## config.mk

```make
export PLATFORM = sky130hd
export DESIGN_NAME = btc_div32767
export DESIGN_NICKNAME = d
export VERILOG_FILES = /design/src/hdl/btc_pkg.sv /design/src/hdl/btc_div32767.sv
export SDC_FILE = /design/constraint.sdc
export NUM_CORES = 1
export LEC_CHECK = 0
export BUFFER_PORTS_ARGS = -buffer_cell sky130_fd_sc_hd__buf_4
export CORE_MARGIN = 1.5
export CORE_UTILIZATION = 33
export DETAILED_ROUTE_END_ITERATION = 8
export GPL_TIMING_DRIVEN = 0
export PLACE_DENSITY = 0.52
export SLEW_MARGIN = 20
export SYNTH_ARGS = -nofsm -noshare
export SYNTH_HDL_FRONTEND = slang
export SYNTH_SLANG_ARGS = --single-unit
```

## constraint.sdc

```tcl
create_clock -name i_clk -period 4.95 [get_ports i_clk]
set_clock_uncertainty 0.2 [all_clocks]
set_input_delay 0.2475 -clock i_clk [delete_from_list [all_inputs] [get_ports i_clk]]
set_output_delay 0.2475 -clock i_clk [all_outputs]
set_load 0.03 [all_outputs]
```

## src/hdl/btc_pkg.sv

```systemverilog
`default_nettype none
package btc_pkg;

    // Register indexes on the configuration channel
    typedef enum logic [2:0] {
        REG_OFFSET   = 3'd0,
        REG_TEMP     = 3'd1,
        REG_PRESS_LO = 3'd2,
        REG_PRESS_HI = 3'd3
    } t_reg_idx;

    localparam int CFG_IDX_W = 3;
    localparam int CFG_DATA_W = 64;

    // Divide-by-32767 pipeline: one magnitude stage, four digit folds, one fix-up
    localparam int DIV_STAGES = 6;
    localparam int DIV_FOLDS = DIV_STAGES - 2;
    localparam int DIV_SHIFT = 15;
    localparam logic [63:0] DIV_K = 64'd32767;

    // Coefficient scaling k * c + d
    typedef struct packed {
        logic signed [20:0] k;
        logic signed [31:0] d;
    } t_scale;

    localparam t_scale SC_A1  = '{k: 21'sd3608,   d: -32'sd1731677965};
    localparam t_scale SC_A2  = '{k: 21'sd16889,  d: -32'sd87619360};
    localparam t_scale SC_BT1 = '{k: 21'sd2982,   d: 32'sd107370906};
    localparam t_scale SC_BT2 = '{k: 21'sd329854, d: 32'sd108083093};
    localparam t_scale SC_BP1 = '{k: 21'sd19923,  d: 32'sd1133836764};
    localparam t_scale SC_B11 = '{k: 21'sd2406,   d: 32'sd118215883};
    localparam t_scale SC_BP2 = '{k: 21'sd3079,   d: -32'sd181579595};
    localparam t_scale SC_B12 = '{k: 21'sd6846,   d: 32'sd85590281};
    localparam t_scale SC_B21 = '{k: 21'sd13836,  d: 32'sd79333336};
    localparam t_scale SC_BP3 = '{k: 21'sd2915,   d: 32'sd157155561};

    localparam logic signed [63:0] P_MAX = 64'sd4194303;
    localparam logic signed [63:0] P_MIN = -64'sd4194304;

    // Scale one signed 16-bit coefficient; the result fits in 36 bits
    function automatic logic signed [35:0] scale_coef(input logic signed [15:0] c,
                                                      input t_scale s);
        logic signed [35:0] prod;
        prod = 36'(c * s.k);
        return prod + 36'(s.d);
    endfunction

endpackage
`default_nettype wire

```

## src/hdl/btc_div32767.sv

```systemverilog
`default_nettype none
module btc_div32767 (
    input  wire logic                              i_clk,
    input  wire logic [btc_pkg::DIV_STAGES-1:0]    i_en,
    input  wire logic signed [63:0]                i_dividend,
    output logic signed [63:0]                     o_quotient
);
    import btc_pkg::*;

    logic              r_neg [0:DIV_FOLDS];
    logic [63:0]       r_m   [0:DIV_FOLDS];
    logic [63:0]       r_q   [1:DIV_FOLDS];
    logic signed [63:0] r_out;
    logic [63:0]       c_hi  [1:DIV_FOLDS];
    logic [63:0]       c_lo  [1:DIV_FOLDS];
    logic [63:0]       c_qf;

    // Split each residue into a high part and a 15-bit digit; 2^15 = 32767 + 1
    always_comb begin
        for (int k = 1; k <= DIV_FOLDS; k++) begin
            c_hi[k] = r_m[k-1] >> DIV_SHIFT;
            c_lo[k] = r_m[k-1] & ((64'd1 << DIV_SHIFT) - 64'd1);
        end
        c_qf = r_q[DIV_FOLDS] + ((r_m[DIV_FOLDS] >= DIV_K) ? 64'd1 : 64'd0);
    end

    always_ff @(posedge i_clk) begin
        // Take magnitude so the quotient truncates toward zero
        if (i_en[0]) begin
            r_neg[0] <= i_dividend[63];
            r_m[0]   <= i_dividend[63] ? 64'(-i_dividend) : 64'(i_dividend);
        end
        // Fold: q += hi, m = hi + lo
        if (i_en[1]) begin
            r_neg[1] <= r_neg[0];
            r_m[1]   <= c_hi[1] + c_lo[1];
            r_q[1]   <= c_hi[1];
        end
        for (int k = 2; k <= DIV_FOLDS; k++) begin
            if (i_en[k]) begin
                r_neg[k] <= r_neg[k-1];
                r_m[k]   <= c_hi[k] + c_lo[k];
                r_q[k]   <= r_q[k-1] + c_hi[k];
            end
        end
        // Final correction and sign
        if (i_en[DIV_STAGES-1]) begin
            r_out <= r_neg[DIV_FOLDS] ? $signed(-c_qf) : $signed(c_qf);
        end
    end

    assign o_quotient = r_out;

endmodule
`default_nettype wire

```

# Word level (Yosys, flattened, before mapping)
# Memories as Yosys holds them, arrays and structs flattened.
# Cells that the tools add are included.
[classes]
n_addsub = 10
magnitude_cmp = 1
mux = 13
[ops]
columns = ["operator", "count"]
rows = [
  ["adder 49 x 15 -> 50 bit", 4],
  ["adder 64 x 49 -> 64 bit", 3],
  ["2-to-1 mux 64 bit", 2],
  ["negator 64 bit", 2],
  ["adder 64 x 1 -> 64 bit", 1],
  ["greater-or-equal comparator 64 x 15 -> 1 bit (second input constant)", 1],
  ["2-to-1 mux 1 bit", 11],
]
[word_totals]
ff_bits = 64
ram_bits = 581
input_bits = 71
output_inout_bits = 64
wordCells = 28
mem_count = 3
[memory_table]
columns = ["memory", "depth", "width", "rd", "rd_clocked_by_memory_dff", "wr", "line_no", "source"]
rows = [
  ["r_m", 5, 64, 5, 0, 5, "btc_div32767.sv:11", "logic [63:0] r_m [0:DIV_FOLDS];"],
  ["r_q", 4, 64, 4, 0, 4, "btc_div32767.sv:12", "logic [63:0] r_q [1:DIV_FOLDS];"],
  ["r_neg", 5, 1, 5, 0, 5, "btc_div32767.sv:10", "logic r_neg [0:DIV_FOLDS];"],
]

# Depth between registers and ports, before layout
# Gate-level depths: netlist of the first run.
# An unclocked memory read counts as a cell.
[logic_depth]
word_depth = 6
ltp_mapped = 16
mapped_depth_nobuf = 13

# Worst setup path after synthesis of the first run
# OpenSTA, ideal clock, no wires.
[synth_path]
path_kind = "reg2reg"
start = "memory r_m[4][9], in the netlist r_m[0][265]"
end = "register r_out[50], in the netlist o_quotient[50] (data pin)"
setup_time_ps = 270
arrival_time_ps = 3756
required_time_ps = 4480
slack_ps = 724
stages_incl_launch_ff = 16
period_less_slack_ps = 4226
path_cell_list = "edfxtp_1 -> nand4_1 -> o41ai_1 -> ha_1 -> ha_1 -> clkbuf_1 -> and4_1 -> clkbuf_1 -> nand3_1 -> nor4_1 -> xor2_1 -> or2_2 -> nor4_1 -> nand3b_1 -> o41ai_1 -> xor2_1"
[synth_lines]
columns = ["element", "line_no", "source"]
rows = [
  ["from (decl)", "btc_div32767.sv:11", ""],
  ["to (signal assigned)", "btc_div32767.sv:48", "r_out <= r_neg[DIV_FOLDS] ? $signed(-c_qf) : $signed(c_qf);"],
  ["to (decl)", "btc_div32767.sv:13", "logic signed [63:0] r_out;"],
]

==> results of run 1 <==
## cells in the final DEF, fill, tap and decap left out, types with 32 or more instances in the layout
master           n
nand2_1        158
buf_4          145
o31ai_1         33
clkbuf_16       52
nand2b_1        32
inv_1           62
dlygate4sd3_1   99
clkbuf_1        45
a21oi_1         79
o21ai_0         83
a21o_1          39
nor3_1          42
xnor2_1        307
edfxtp_1       459
xor2_1         101
and3_1          64
nand4_1         63
nand3_1        118
ha_1           118
nor2_1         123
## area by class of cell
class,instances,area [um^2]
Buffer,51,199
Clock buffer,60,1330
Clock inverter,34,338
Fill cell,7444,46500
Inverter,62,233
Multi-Input combinational cell,1693,12100
Sequential cell,459,13800
Tap cell,1040,1300
Timing Repair Buffer,245,2090
## state kept, by name, indices dropped and copies added, names as in the netlist
register	flops
o_quotient	64
r_m	188
r_neg	5
r_q	202
## per-stage QoR
step,cells,area (um^2),hold WS [ns],total power [uW]
3_5_place_dp,3441,28400,0.226,8980
3_3_place_gp,3441,28400,0.211,8920
5_1_grt,3644,31300,0.0512,13400
2_1_floorplan,2267,26100,0.146,7920
6_report,3644,31300,0.00896,12700
4_1_cts,3636,31200,0.0120,12900
## critical path, stage by stage (launching register included)
cell	delay (ns)
edfxtp_1	0.35
nand4_1	0.14
o41ai_2	0.36
ha_1	0.23
ha_2	0.30
nand4_1	0.21
buf_4	0.24
or4_1	0.52
a21oi_1	0.37
nand4_1	0.14
buf_4	0.18
nor3_4	0.18
nand3_1	0.25
clkbuf_2	0.27
o31ai_1	0.31
xnor2_1	0.11
## worst paths after layout
| kind | startpoint | endpoint | slack (ns) | depth (start not counted) |
|---|---|---|---|---|
| hold / removal | i_en[1] | r_q[0][106] | 0.009 | 1 |
| hold reg to reg | r_neg[0][0] | r_neg[0][1] | 0.24 | 0 |
| setup reg to reg | r_m[0][257] | o_quotient[47] | 0.34 | 15 |
| setup / recovery | r_m[0][257] | o_quotient[47] | 0.34 | 15 |
## routing by layer
| metal | part of all wire | track usage |
|---|---|---|
| met1 | 0.44 | 0.172 |
| met2 | 0.49 | 0.257 |
| met3 | 0.032 | 0.0195 |
| met4 | 0.032 | 0.0545 |
| met5 | 0 | 0 |
## power breakdown
| part | leakage (uW) | internal [uW] | switching [uW] |
|---|---|---|---|
| combinational | 0.00597 | 1450 | 1910 |
| sequential | 0.00450 | 5210 | 417 |
| clock | 0.000811 | 2200 | 1540 |
## logic make-up after synthesis
kind of cell / Yosys count
AO/OA/AOI/OAI: 396
XOR/XNOR: 408
adder cells (fa/ha/maj): 126
buffers and inverters: 115
flip-flops: 459
multiplexers: 3
AND/OR/NAND/NOR: 760
## timing repair
action,4_1_cts,5_1_grt
gates resized for setup,14,18
pin swaps,3,2
hold buffers,99,0
endpoints found under the hold margin,65,0
buffers inserted,3,9
setup endpoints to repair,32,32
==> impl_results.md, run 1 <==
* Outcome: finished clean
* Starting DRT DRC Count at 1,141
* Least-Margin Pin Slew at 1.10 ns
* Clk pin slew, worst setup/hold paths at 0.06 ns
* Number of enable flip-flop cells after synthesis at 459
* Yosys warnings at 0
* HP Class: input pin to flip-flop
* Largest net degree at the start of global routing at 101
* Starting density of the core at 0.335
* Core ar. at 77,800 um^2
* LEAKAGE at 0.0113 uW
* Dominant cells by area after synthesis: edfxtp_1 (53%), xnor2_1 (10%), ha_1 (5.7%), xor2_1 (3.4%), nand3_1 (2.3%)
* Global-route wire length before repair at 93,200 um
* Inserted Clock Buffers at 52
* CP Max Fanout at 10
* Die H at 284 um
* Synth cell count leaders: edfxtp_1 (459), xnor2_1 (307), nand2_1 (158), nor2_1 (123), nand3_1 (120)
* Max IR drop VDD at 252 uV
* Grt ovf at 0
* CTS max path bufs at 3
* Dpl ws at -0.614 ns
* Ports at 135
* Final number of hold-violating endpoints at 0
* H-tree Lvls at 2
* Final setup vio count at 0
* Cell taking the most area after synthesis: edfxtp_1
* Layout cells sized above 1 at 0.107
* Vias per cell at 4.88
* Cells after synthesis at 2,267
* Final weighted congestion in routability-driven placement at 0.895
* Req. time, crit path at 5.10 ns
* Rel. slew slack at 0.266
* Clock insertion delay at the later pin of the skew report at 0.61 ns
* Worst Setup Start Kind: flip-flop
* Final ANT Viol Nets at 0
* Final min period at 4.61 ns
* Vias after detailed routing at 17,795
* Max Cap Viol at 0
* # rows at 102
* Top-count cell post-synth: edfxtp_1
* Drt pass-1 iters at 5
* Sequential share of the synthesized area at 0.528
* Fin Setup TNS at 0 ns
* Worst Setup Path Type: flip-flop to flip-flop
* Post-Synth Simple-Gate Area at 0.153
* XOR/XNOR Fraction of Synth Area at 0.137
* Largest family of logic cells by synthesized area: simple AND/OR/NAND/NOR gates
* Fin crit share at 0.931
* Root Buffer: clkbuf_16
* Worst Setup End Kind: flip-flop
* Mean post-synth cell area at 11.5 um^2
* DIE AREA at 80,800 um^2
* Ys async rst share at 0
* Post-Synth Adder-Cell Area at 0.0624
* Crit path DAT at 4.76 ns
* Netlist cell types at 71
* Dpl hpwl at 47,000 um
* Utilization after layout at 0.402
* Vias in the first global route at 17,871
* Gr usage total at 0.143
* Unrepaired setup endpoints after global routing: no
* # diodes at 0
* Final WL at 59,300 um
* CTS tree: done
* Synth Area in Compound Gates at 0.102
* Initial antenna violation count at 0
* Per-cell routed wire length at 16.3 um
* Nets at 2,761
* Syn Std Cell Area at 26,100 um^2
* Power Dens Cells at 406 nW/um^2
* Mux cell area share after synthesis at 0.00120
* #FFs+latches synth at 459
* Maximum clock rate at 217 MHz
* Clk sink count at 459
* Count of input and output buffers at 134
* Die X at 284 um
* Final Worst Setup Slack at 0.339 ns
* Prevailing post-synth register cell: edfxtp_1
* Area growth from synthesis to layout at 20.0%
* Syn nets at 2,464
* Pins Over Slew Limit at 0
* Top cell type's share of synthesized area at 0.528
* Drt drc at 0
Power figures use the tool's default switching activity.
==> run 2: changes to the inputs <==
--- a/config.mk
+++ b/config.mk
@@ -6,11 +6,12 @@
 export NUM_CORES = 1
 export LEC_CHECK = 0
 export BUFFER_PORTS_ARGS = -buffer_cell sky130_fd_sc_hd__buf_4
+export CORE_ASPECT_RATIO = 1.25
 export CORE_MARGIN = 1.5
-export CORE_UTILIZATION = 33
+export CORE_UTILIZATION = 55
 export DETAILED_ROUTE_END_ITERATION = 8
 export GPL_TIMING_DRIVEN = 0
-export PLACE_DENSITY = 0.52
+export PLACE_DENSITY = 0.77
 export SLEW_MARGIN = 20
 export SYNTH_ARGS = -nofsm -noshare
 export SYNTH_HDL_FRONTEND = slang
==> impl_results.md, run 2 (same netlist as run 1, synthesis figures left out) <==
* Global-route wire length before repair at 88,300 um
* Grt ovf at 0
* Drt drc at 0
* Unrepaired setup endpoints after global routing: no
* Worst Setup Start Kind: flip-flop
* Vias after detailed routing at 18,107
* Area growth from synthesis to layout at 17.0%
* Post-route cell area at 30,600 um^2
* CP max stage cell: or4_1
* # rows at 89
* Final setup vio count at 0
* LEAKAGE at 0.0111 uW
* Crit path buffers/inverters at 2
* Commonest non-fill, non-tap cell in the layout: edfxtp_1
* Area of the multi-input gates at 12,100 um^2
* Largest register by flop count: r_q
* Worst Setup Path Type: flip-flop to flip-flop
* Die X at 198 um
* Gr usage total at 0.230
* Max reg flops at 202
* Final min period at 4.60 ns
* Cell Area, Placed at 27,900 um^2
* Final WL at 56,100 um
* Max Cap Viol at 0
* DIE AREA at 48,800 um^2
* Dpl hpwl at 43,200 um
* CTS tree: done
* Clk sink count at 459
* Vias per cell at 5.63
* Drt pass-1 iters at 5
* Initial antenna violation count at 0
* CP Max Fanout at 10
* Storage cell area at 13,800 um^2
* CP delay by family, top: simple AND/OR/NAND/NOR gates
* Least-Margin Pin Slew at 1.01 ns
* Vias in the first global route at 17,857
* Fin crit share at 0.930
* Starting DRT DRC Count at 728
* Max stage delay on crit path at 0.46 ns
* Clk pin slew, worst setup/hold paths at 0.06 ns
* Crit. Startpoint: r_m[0][268]
* Crit-path cells: nand4_1 -> o41ai_2 -> ha_1 -> ha_2 -> and4_1 -> nand3_4 -> nor3_1 -> xnor2_1 -> nand4_1 -> buf_4 -> buf_4 -> or3_1 -> or4_1 -> o21ai_1 -> xnor2_1
* Maximum clock rate at 217 MHz
* Clock insertion delay at the later pin of the skew report at 0.57 ns
* Inserted Clock Buffers at 45
* Req. time, crit path at 5.08 ns
* Commonest cells after routing, fill and taps aside: edfxtp_1 (459), xnor2_1 (307), nand2_1 (158)
* Worst R2R Start: r_m[0][268]
* Rel. slew slack at 0.325
* Core ar. at 47,000 um^2
* Final ANT Viol Nets at 0
* Overall Power at 12,300 uW
* # diodes at 0
* Nets at 2,746
* Ports at 135
* Count of input and output buffers at 134
* HP Class: input pin to flip-flop
* Power Dens Cells at 403 nW/um^2
* Final number of hold-violating endpoints at 0
* Crit path DAT at 4.73 ns
* Max IR drop VDD at 250 uV
* H-tree Lvls at 2
* CTS max path bufs at 3
* Die H at 247 um
* Final weighted congestion in routability-driven placement at 0.877
* Largest net degree at the start of global routing at 101
* Root Buffer: clkbuf_16
* # fillers at 3,532
* Worst Setup End Kind: flip-flop
* Starting density of the core at 0.556
* Pins Over Slew Limit at 0
* Layout cells sized above 1 at 0.105
* Per-cell routed wire length at 17.4 um
* Hold path start: i_en[1]
* Outcome: finished clean
## run 2: cell count changes in the layout (fill, tap and decap cells not counted), sizes merged
cell	change
buf	-1
bufinv	-1
clkbuf	-10
clkinv	-4
clkinvlp	+2
dlygate4sd3	-7
inv	-2
## run 2: final timing paths
check,to,slack [ns],depth (start not counted)
setup / recovery,o_quotient[36],0.35,15
hold / removal,r_m[0][65],0.02,1
setup reg to reg,o_quotient[36],0.35,15
hold reg to reg,r_neg[0][1],0.22,0
## run 2: final cells by class
type / count / area share
clock buffer: 50 / 0.0382
tap: 637 / 0.0261
multi-input combinational: 1693 / 0.395
buffer: 51 / 0.00651
sequential: 459 / 0.451
timing repair buffer: 237 / 0.0663
inverter: 62 / 0.00762
clock inverter: 29 / 0.00938
## run 2: routing by layer
layer  track usage  routed length, um
met1         0.237              21100
met2         0.454              30600
met3        0.0281               1710
met4         0.106               2720
met5             0                  0
## run 2: stage by stage
step	utilization	hold slack [ns]	TNS (ns)	instances	setup WS, ns
4_1_cts	0.646	0.0500	0	3210	0.0328
2_1_floorplan	-	0.146	0	2267	0.724
3_3_place_gp	0.594	0.206	-13.08	3038	-0.589
5_1_grt	0.650	0.0734	0	3218	0.0362
6_report	0.650	0.0193	0	3218	0.346
3_5_place_dp	0.594	0.209	-14.23	3038	-0.661
## run 2: worst register-to-register path, stage by stage, from the launching register on
cell and delay [ns]:
edfxtp_1 0.33, nand4_1 0.12, o41ai_2 0.38, ha_1 0.23, ha_2 0.30, and4_1 0.42, nand3_4 0.25, nor3_1 0.31
xnor2_1 0.23, nand4_1 0.14, buf_4 0.18, buf_4 0.14, or3_1 0.42, or4_1 0.46, o21ai_1 0.18, xnor2_1 0.08
## run 2: repair_timing
item	in CTS	in global routing
hold buffers	92	0
setup endpoints to repair	33	26
pin swaps	1	2
gates cloned	0	0
resized for setup	12	22
hold endpoints to repair	65	0
setup buffers	2	9
## run 2: power breakdown
group	internal (uW)	leakage (uW)	total (uW)	switching, uW
Clock	1920	0.000695	3360	1440
Combinational	1450	0.00594	3330	1890
Sequential	5210	0.00450	5610	405
